===== config.mk =====
export PLATFORM = sky130hd
export DESIGN_NAME = space_saving_topk_heap
export DESIGN_NICKNAME = d
export VERILOG_FILES = /design/src/sstk_pkg.sv /design/src/space_saving_topk_heap.sv
export SDC_FILE = /design/constraint.sdc
export NUM_CORES = 2
export LEC_CHECK = 0
export BUFFER_PORTS_ARGS = -buffer_cell sky130_fd_sc_hd__buf_2
export CORE_ASPECT_RATIO = 2
export CORE_MARGIN = 1.5
export CORE_UTILIZATION = 45
export CTS_CLUSTER_DIAMETER = 150
export DETAILED_ROUTE_END_ITERATION = 7
export PLACE_DENSITY = 0.71
export SETUP_SLACK_MARGIN = 0.05
export SLEW_MARGIN = 20
export SYNTH_ARGS = -nofsm -noshare
export SYNTH_HDL_FRONTEND = slang
export SYNTH_SLANG_ARGS = --single-unit

===== constraint.sdc =====
create_clock -name clk -period 6.5 [get_ports clk]
set_input_delay 0 -clock clk [delete_from_list [all_inputs] [get_ports clk]]
set_output_delay 0 -clock clk [all_outputs]
set_load 0.1 [all_outputs]

===== src/sstk_pkg.sv =====
// Shared types, sizes and helpers for the space-saving top-k heap tracker.
// Stand-alone package: no dependencies.
`default_nettype none

package sstk_pkg;

	// Heap size and the index widths that follow from it
	localparam int CAPACITY = 32;
	localparam int IDX_W    = $clog2(CAPACITY);
	localparam int OCC_W    = $clog2(CAPACITY + 1);
	localparam int CH_W     = IDX_W + 1;

	localparam int KEY_W = 32;
	localparam int CNT_W = 32;

	// Result outcome codes
	typedef logic [2:0] outcome_t;
	localparam outcome_t OC_HIT   = 3'd0;
	localparam outcome_t OC_INS   = 3'd1;
	localparam outcome_t OC_REP   = 3'd2;
	localparam outcome_t OC_DUMP  = 3'd3;
	localparam outcome_t OC_EMPTY = 3'd4;

	// Update channel item
	typedef struct packed {
		logic             mode;
		logic [KEY_W-1:0] flow_key;
	} upd_item_t;

	// Result channel item
	typedef struct packed {
		logic [KEY_W-1:0] flow_out;
		logic [CNT_W-1:0] count_out;
		outcome_t         outcome;
		logic [CNT_W-1:0] update_total;
		logic             last;
	} res_item_t;

	// One heap slot
	typedef struct packed {
		logic [KEY_W-1:0] flow;
		logic [CNT_W-1:0] count;
	} entry_t;

	// Saturating increment
	function automatic logic [CNT_W-1:0] sat_inc(input logic [CNT_W-1:0] v);
		return (v == {CNT_W{1'b1}}) ? v : v + CNT_W'(1);
	endfunction

endpackage

`default_nettype wire


===== src/space_saving_topk_heap.sv =====
// Space-saving top-k flow tracker kept as an array min-heap in one RAM; needs sstk_pkg.
// Update item: accepted, then the stored entries are searched (one RAM read each), then
// sift-down levels (states SD_L then SD_R) or sift-up levels (state SU), then one result.
// Dump item: stored entries are read out in order, one result per cycle while not stalled.
// Reset clears occupancy and the update counter at once; the RAM is not cleared.
`default_nettype none

module space_saving_topk_heap (
	input  logic                  clk,
	input  logic                  arst_n,
	input  logic                  upd_valid,
	output logic                  upd_stall,
	input  sstk_pkg::upd_item_t   upd_item,
	output logic                  res_valid,
	input  logic                  res_stall,
	output sstk_pkg::res_item_t   res_item
);
	import sstk_pkg::*;

	typedef enum logic [2:0] {
		ST_IDLE,
		ST_SEARCH,
		ST_SD_L,
		ST_SD_R,
		ST_SU,
		ST_EMIT,
		ST_DUMP_RD,
		ST_DUMP_OUT
	} state_t;

	state_t             state_q;
	logic [OCC_W-1:0]   occ_q;
	logic [CNT_W-1:0]   tot_q;
	logic [KEY_W-1:0]   key_q;
	entry_t             cur_q;
	outcome_t           outcome_q;
	logic [IDX_W-1:0]   pos_q;
	logic [OCC_W-1:0]   idx_q;
	logic [IDX_W-1:0]   chk_idx_q;
	logic [CNT_W-1:0]   root_cnt_q;
	logic               best_vld_q;
	entry_t             best_q;
	res_item_t          res_q;
	logic               res_valid_q;

	// Heap storage
	entry_t             mem_q [CAPACITY];
	entry_t             rd_q;

	logic               res_free;
	logic               res_load_c;
	logic               upd_fire;
	logic               hit_c;
	logic               miss_c;
	logic               full_c;
	logic               dump_last_c;
	logic [CH_W-1:0]    left_c;
	logic [CH_W-1:0]    right_c;
	logic [CNT_W-1:0]   cmp_cnt_c;
	logic               right_ok_c;
	logic               move_c;
	entry_t             mv_ent_c;
	logic [IDX_W-1:0]   mv_idx_c;
	logic [IDX_W-1:0]   sd_p_c;
	logic [CH_W-1:0]    sd_left_c;
	logic               sd_has_left_c;
	logic [IDX_W-1:0]   par_c;
	logic [IDX_W-1:0]   su_p_c;
	logic [IDX_W-1:0]   su_par_c;
	logic               su_has_par_c;
	logic               up_move_c;
	logic [OCC_W-1:0]   idx_inc_c;
	logic [IDX_W-1:0]   ra_c;
	logic               we_c;
	logic [IDX_W-1:0]   wa_c;
	entry_t             wd_c;

	// Handshake
	assign upd_stall = (state_q != ST_IDLE);
	assign upd_fire  = upd_valid && (state_q == ST_IDLE);
	assign res_free  = !res_valid_q || !res_stall;
	assign res_valid = res_valid_q;
	assign res_item  = res_q;

	// result register takes a new item this cycle
	assign res_load_c = res_free && ((state_q == ST_EMIT) || (state_q == ST_DUMP_OUT));

	// Search decisions: rd_q holds entry chk_idx_q
	assign hit_c  = (state_q == ST_SEARCH) && (rd_q.flow == key_q);
	assign miss_c = (state_q == ST_SEARCH) && !hit_c
		&& ((OCC_W'(chk_idx_q) + OCC_W'(1)) == occ_q);
	assign full_c = (occ_q == OCC_W'(CAPACITY));
	assign idx_inc_c   = idx_q + OCC_W'(1);
	assign dump_last_c = (idx_inc_c == occ_q);

	// Sift-down compare: best_q is the left child if smaller, rd_q the right child
	assign left_c     = {pos_q, 1'b1};
	assign right_c    = left_c + CH_W'(1);
	assign cmp_cnt_c  = best_vld_q ? best_q.count : cur_q.count;
	assign right_ok_c = (right_c < CH_W'(occ_q)) && (rd_q.count < cmp_cnt_c);
	assign move_c     = right_ok_c || best_vld_q;
	assign mv_ent_c   = right_ok_c ? rd_q : best_q;
	assign mv_idx_c   = right_ok_c ? right_c[IDX_W-1:0] : left_c[IDX_W-1:0];

	// Position at which a sift-down (re)starts, and its left child
	always_comb begin
		unique case (state_q)
			ST_SEARCH: sd_p_c = hit_c ? chk_idx_q : '0;
			ST_SD_R:   sd_p_c = mv_idx_c;
			default:   sd_p_c = pos_q;
		endcase
	end
	assign sd_left_c     = {sd_p_c, 1'b1};
	assign sd_has_left_c = (sd_left_c < CH_W'(occ_q));

	// Sift-up: rd_q holds the parent of pos_q
	assign par_c        = (pos_q - IDX_W'(1)) >> 1;
	assign up_move_c    = (rd_q.count > cur_q.count);
	assign su_p_c       = (state_q == ST_SEARCH) ? occ_q[IDX_W-1:0] : par_c;
	assign su_par_c     = (su_p_c - IDX_W'(1)) >> 1;
	assign su_has_par_c = (su_p_c != '0);

	// RAM read address and write port
	always_comb begin
		ra_c = pos_q;
		we_c = 1'b0;
		wa_c = pos_q;
		wd_c = cur_q;
		unique case (state_q)
			ST_IDLE: begin
				ra_c = '0;
			end
			ST_SEARCH: begin
				if (hit_c) begin
					ra_c = sd_left_c[IDX_W-1:0];
				end else if (miss_c && !full_c) begin
					ra_c = su_par_c;
				end else if (miss_c) begin
					ra_c = sd_left_c[IDX_W-1:0];
				end else begin
					ra_c = idx_q[IDX_W-1:0];
				end
			end
			ST_SD_L: begin
				ra_c = right_c[IDX_W-1:0];
			end
			ST_SD_R: begin
				ra_c = sd_left_c[IDX_W-1:0];
				if (move_c) begin
					we_c = 1'b1;
					wd_c = mv_ent_c;
				end
			end
			ST_SU: begin
				ra_c = su_par_c;
				if (up_move_c) begin
					we_c = 1'b1;
					wd_c = rd_q;
				end
			end
			ST_EMIT: begin
				// final placement of the moving entry
				we_c = (outcome_q != OC_EMPTY);
			end
			ST_DUMP_RD: begin
				ra_c = idx_q[IDX_W-1:0];
			end
			ST_DUMP_OUT: begin
				ra_c = (res_free && !dump_last_c) ? idx_inc_c[IDX_W-1:0]
					: idx_q[IDX_W-1:0];
			end
			default: begin
				ra_c = pos_q;
			end
		endcase
	end

	// Heap RAM, registered read
	always_ff @(posedge clk) begin
		if (we_c) begin
			mem_q[wa_c] <= wd_c;
		end
		rd_q <= mem_q[ra_c];
	end

	// Sequencer
	always_ff @(posedge clk or negedge arst_n) begin
		if (!arst_n) begin
			state_q     <= ST_IDLE;
			occ_q       <= '0;
			tot_q       <= '0;
			res_valid_q <= 1'b0;
			key_q       <= '0;
			cur_q       <= '0;
			outcome_q   <= OC_HIT;
			pos_q       <= '0;
			idx_q       <= '0;
			chk_idx_q   <= '0;
			root_cnt_q  <= '0;
			best_vld_q  <= 1'b0;
			best_q      <= '0;
			res_q       <= '0;
		end else begin
			// result valid: set on load, cleared once taken
			if (res_load_c) begin
				res_valid_q <= 1'b1;
			end else if (!res_stall) begin
				res_valid_q <= 1'b0;
			end
			unique case (state_q)
				ST_IDLE: begin
					if (upd_fire) begin
						key_q <= upd_item.flow_key;
						if (upd_item.mode) begin
							if (occ_q == '0) begin
								cur_q     <= '0;
								outcome_q <= OC_EMPTY;
								state_q   <= ST_EMIT;
							end else begin
								idx_q   <= '0;
								state_q <= ST_DUMP_RD;
							end
						end else begin
							tot_q <= sat_inc(tot_q);
							if (occ_q == '0) begin
								cur_q     <= '{flow: upd_item.flow_key, count: CNT_W'(1)};
								outcome_q <= OC_INS;
								pos_q     <= '0;
								occ_q     <= OCC_W'(1);
								state_q   <= ST_EMIT;
							end else begin
								// entry 0 is already being read
								chk_idx_q <= '0;
								idx_q     <= OCC_W'(1);
								state_q   <= ST_SEARCH;
							end
						end
					end
				end
				ST_SEARCH: begin
					if (chk_idx_q == '0) begin
						root_cnt_q <= rd_q.count;
					end
					if (hit_c) begin
						cur_q     <= '{flow: key_q, count: sat_inc(rd_q.count)};
						outcome_q <= OC_HIT;
						pos_q     <= chk_idx_q;
						state_q   <= sd_has_left_c ? ST_SD_L : ST_EMIT;
					end else if (miss_c && !full_c) begin
						cur_q     <= '{flow: key_q, count: CNT_W'(1)};
						outcome_q <= OC_INS;
						pos_q     <= occ_q[IDX_W-1:0];
						occ_q     <= occ_q + OCC_W'(1);
						state_q   <= su_has_par_c ? ST_SU : ST_EMIT;
					end else if (miss_c) begin
						// full: new flow takes over the minimum at the root
						cur_q     <= '{flow: key_q, count: sat_inc(root_cnt_q)};
						outcome_q <= OC_REP;
						pos_q     <= '0;
						state_q   <= sd_has_left_c ? ST_SD_L : ST_EMIT;
					end else begin
						chk_idx_q <= idx_q[IDX_W-1:0];
						idx_q     <= idx_inc_c;
					end
				end
				ST_SD_L: begin
					best_vld_q <= (rd_q.count < cur_q.count);
					best_q     <= rd_q;
					state_q    <= ST_SD_R;
				end
				ST_SD_R: begin
					if (move_c) begin
						pos_q   <= mv_idx_c;
						state_q <= sd_has_left_c ? ST_SD_L : ST_EMIT;
					end else begin
						state_q <= ST_EMIT;
					end
				end
				ST_SU: begin
					if (up_move_c) begin
						pos_q   <= par_c;
						state_q <= su_has_par_c ? ST_SU : ST_EMIT;
					end else begin
						state_q <= ST_EMIT;
					end
				end
				ST_EMIT: begin
					if (res_free) begin
						res_q       <= '{flow_out: cur_q.flow, count_out: cur_q.count,
							outcome: outcome_q, update_total: tot_q, last: 1'b1};
						if (outcome_q == OC_EMPTY) begin
							occ_q <= '0;
							tot_q <= '0;
						end
						state_q <= ST_IDLE;
					end
				end
				ST_DUMP_RD: begin
					state_q <= ST_DUMP_OUT;
				end
				ST_DUMP_OUT: begin
					if (res_free) begin
						res_q       <= '{flow_out: rd_q.flow, count_out: rd_q.count,
							outcome: OC_DUMP, update_total: tot_q, last: dump_last_c};
						if (dump_last_c) begin
							occ_q   <= '0;
							tot_q   <= '0;
							state_q <= ST_IDLE;
						end else begin
							idx_q <= idx_inc_c;
						end
					end
				end
				default: begin
					state_q <= ST_IDLE;
				end
			endcase
		end
	end

endmodule

`default_nettype wire


==> impl_metrics.json <==
{
  "drive_gt1_frac": 0.114,
  "post-dp-hpwl_mm": 182,
  "finalCriticalPeriod_ns": 5.97,
  "fin_crit_sh": 0.918,
  "dieArea_sq_um": 239000,
  "reg2reg_depth": 15,
  "dr.pass1.iters": 7,
  "worst_clock_skew_ns": 0.0489,
  "syn_avg_cell_area_sq_um": 12.7,
  "slew-limit-headroom": 0.239,
  "cts_hold_buffers": 69,
  "h-tree-depth": 4,
  "grt_max_degree": 166,
  "rows": 251,
  "dp.cells": 11148,
  "insertion_delay_ns": 0.86,
  "areaGrowthSynthToFinish_pct": 12.1,
  "path_clk_slew_ns": 0.08,
  "clk_path_buf_depth": 4,
  "hp-start": "upd_item[2]",
  "timing.reg2reg.setup_slack_ns": 0.53,
  "vias_per_cell": 6.22,
  "timing.rr.start": "best_vld_q$_DFFE_PN0P_",
  "synth-seq-area-share": 0.676,
  "syn-num-nets": 8440,
  "yosysMostFrequentCell": "edfxtp_1",
  "timing.setup.tns_ns": 0,
  "hold_viol": 0,
  "cts_tree": "done",
  "nNetsFinal": 8506,
  "yosys_warnings": 0,
  "status": "complete, no violations",
  "yosysUniqueCellTypes": 77,
  "cts_resized": 0,
  "cts_sinks": 2466,
  "place.gp.congestion": 0.911,
  "port_buffers": 138,
  "seq_area_sq_um": 71600,
  "crit_fanout": 46,
  "cts_buffers": 201,
  "synth_edf_count": 2048,
  "layoutNonFillerInstCount": 11582,
  "worstSetupEndpointType": "register",
  "synth_top_cells_by_count": "edfxtp_1 (2048), nand2_1 (1344), a21oi_1 (1032)",
  "hold_depth": 5,
  "ys_ff_latch": 2466,
  "clock-root-buffer": "clkbuf_16",
  "setup_viol": 0,
  "coreArea_sq_um": 234000,
  "ys.flop_type": "edfxtp_1",
  "grt_pass1_vias": 71090,
  "antenna_found_initial": 2,
  "crit_arrival_ns": 6.68,
  "wl_mm": 312,
  "nFillCells": 19272,
  "yosysTopAreaCell": "edfxtp_1",
  "syn_area_sq_um": 106000,
  "hp-class": "input port to register",
  "grt_usage": 0.255,
  "drv_cap": 0,
  "critical_path_class": "register to register",
  "antenna_left": 0,
  "grt_pass1_wl_mm": 457,
  "finalMaxSlewViolations": 0,
  "die_x_microns": 346,
  "multi_input_area_sq_um": 32100,
  "grt_setup_unrepaired": "false",
  "ys_top_cells_by_area": "edfxtp_1 (58%), dfrtp_1 (8.4%), mux2i_1 (5.8%)",
  "synth_top_cell_area_share": 0.580,
  "ios": 139,
  "max_slew.worst_pin.slew_ns": 1.14,
  "wl_per_cell_microns": 27.0,
  "start_util": 0.453,
  "drc": 0,
  "holdPathEnd": "cur_q[34]$_DFFE_PN0P_",
  "async_flop_share": 0.144,
  "post_cts_buffers": 0,
  "grt_overflow": 0,
  "num_vias": 72032,
  "cp-start-kind": "register",
  "r2r_end": "rd_q[31]$_DFF_P_",
  "netlist_instances": 8318,
  "crit_required_ns": 7.22,
  "drt_iter0_drc": 8218,
  "fmax_mhz": 168,
  "die_h_microns": 689
}
==> layout make-up <==
class                      instances  area share
sequential                      2466       0.603
multi-input combinational       5186       0.270
clock buffer                     245      0.0453
timing repair buffer             463      0.0360
tap                             3036      0.0320
clock inverter                   118      0.0112
inverter                          66     0.00209
antenna                            2   0.0000421
==> metal layers <==
layer / up-vias / share of wire / GRT usage
met4: 0 / 0.070 / 0.161
li1: 31508 / - / -
met2: 3601 / 0.51 / 0.460
met5: - / 0 / 0
met1: 36008 / 0.34 / 0.286
met3: 915 / 0.077 / 0.0315
==> state kept, by name, indices dropped and copies added (netlist names) <==
register	cells
best_q	64
best_vld_q	1
chk_idx_q	5
cur_q	64
idx_q	6
key_q	32
mem_q	2048
occ_q	6
outcome_q	3
pos_q	5
rd_q	64
res_item	100
res_valid	1
root_cnt_q	32
state_q	3
tot_q	32
==> metrics by stage <==
step	area [sq um]	utilization	hold WS, ns	setup slack [ns]
after global routing	119000	0.508	0.0698	0.289
after CTS	119000	0.508	0.00619	0.582
after detailed placement	111000	0.476	0.150	0.649
after floorplan	106000	-	-0.296	0.0722
final	119000	0.508	0.0600	0.533
after global placement	111000	0.476	0.146	0.588
==> critical path, stage by stage (launching register included) <==
cell and delay [ns]:
dfrtp_2 0.37, buf_12 0.25, mux2i_1 0.33, ha_1 0.31, a2111oi_0 0.46, o21ai_0 0.18
a221oi_1 0.29, o211ai_1 0.18, a2111oi_0 0.85, mux2i_1 0.24, o32ai_2 0.62, nor2b_1 0.43
nand3_4 0.50, buf_12 0.43, o22ai_1 0.27, nor4_2 0.09
==> cell families after synthesis <==
family          after synthesis  share of synthesized area
compound gates             2208                      0.123
xor+xnor                    119                    0.00983
simple gates               1999                     0.0797
fa+ha+maj                    85                     0.0100
buf+inv                     666                     0.0262
mux                         775                     0.0751
flops                      2466                      0.676
==> worst max-delay path by stage <==
| stage | startpoint | to | slack [ns] | cells past startpoint |
|---|---|---|---|---|
| after floorplan | best_vld_q$_DFFE_PN0P_ | mem_q[28][0]$_DFFE_PP_ | 0.07 | 14 |
| after CTS | best_vld_q$_DFFE_PN0P_ | rd_q[31]$_DFF_P_ | 0.58 | 15 |
| after global routing | best_vld_q$_DFFE_PN0P_ | rd_q[31]$_DFF_P_ | 0.29 | 15 |
| final | best_vld_q$_DFFE_PN0P_ | rd_q[31]$_DFF_P_ | 0.53 | 15 |
| after global placement | best_vld_q$_DFFE_PN0P_ | rd_q[11]$_DFF_P_ | 0.59 | 15 |
| after detailed placement | best_vld_q$_DFFE_PN0P_ | rd_q[9]$_DFF_P_ | 0.65 | 15 |
==> cell usage in the layout (no fill, tap or decap), types with 163 or more instances in the layout <==
cell type,instances
buf_4,180
edfxtp_1,2048
clkbuf_16,204
nand3_1,179
a21oi_1,1032
nor2_1,189
dfrtp_1,352
a31oi_1,529
nand2_1,1341
a22oi_1,163
mux2i_1,614
Power is left out: the tool's default activity adds up to more than one toggle a clock period on the data nets, which glitch-free logic cannot reach.
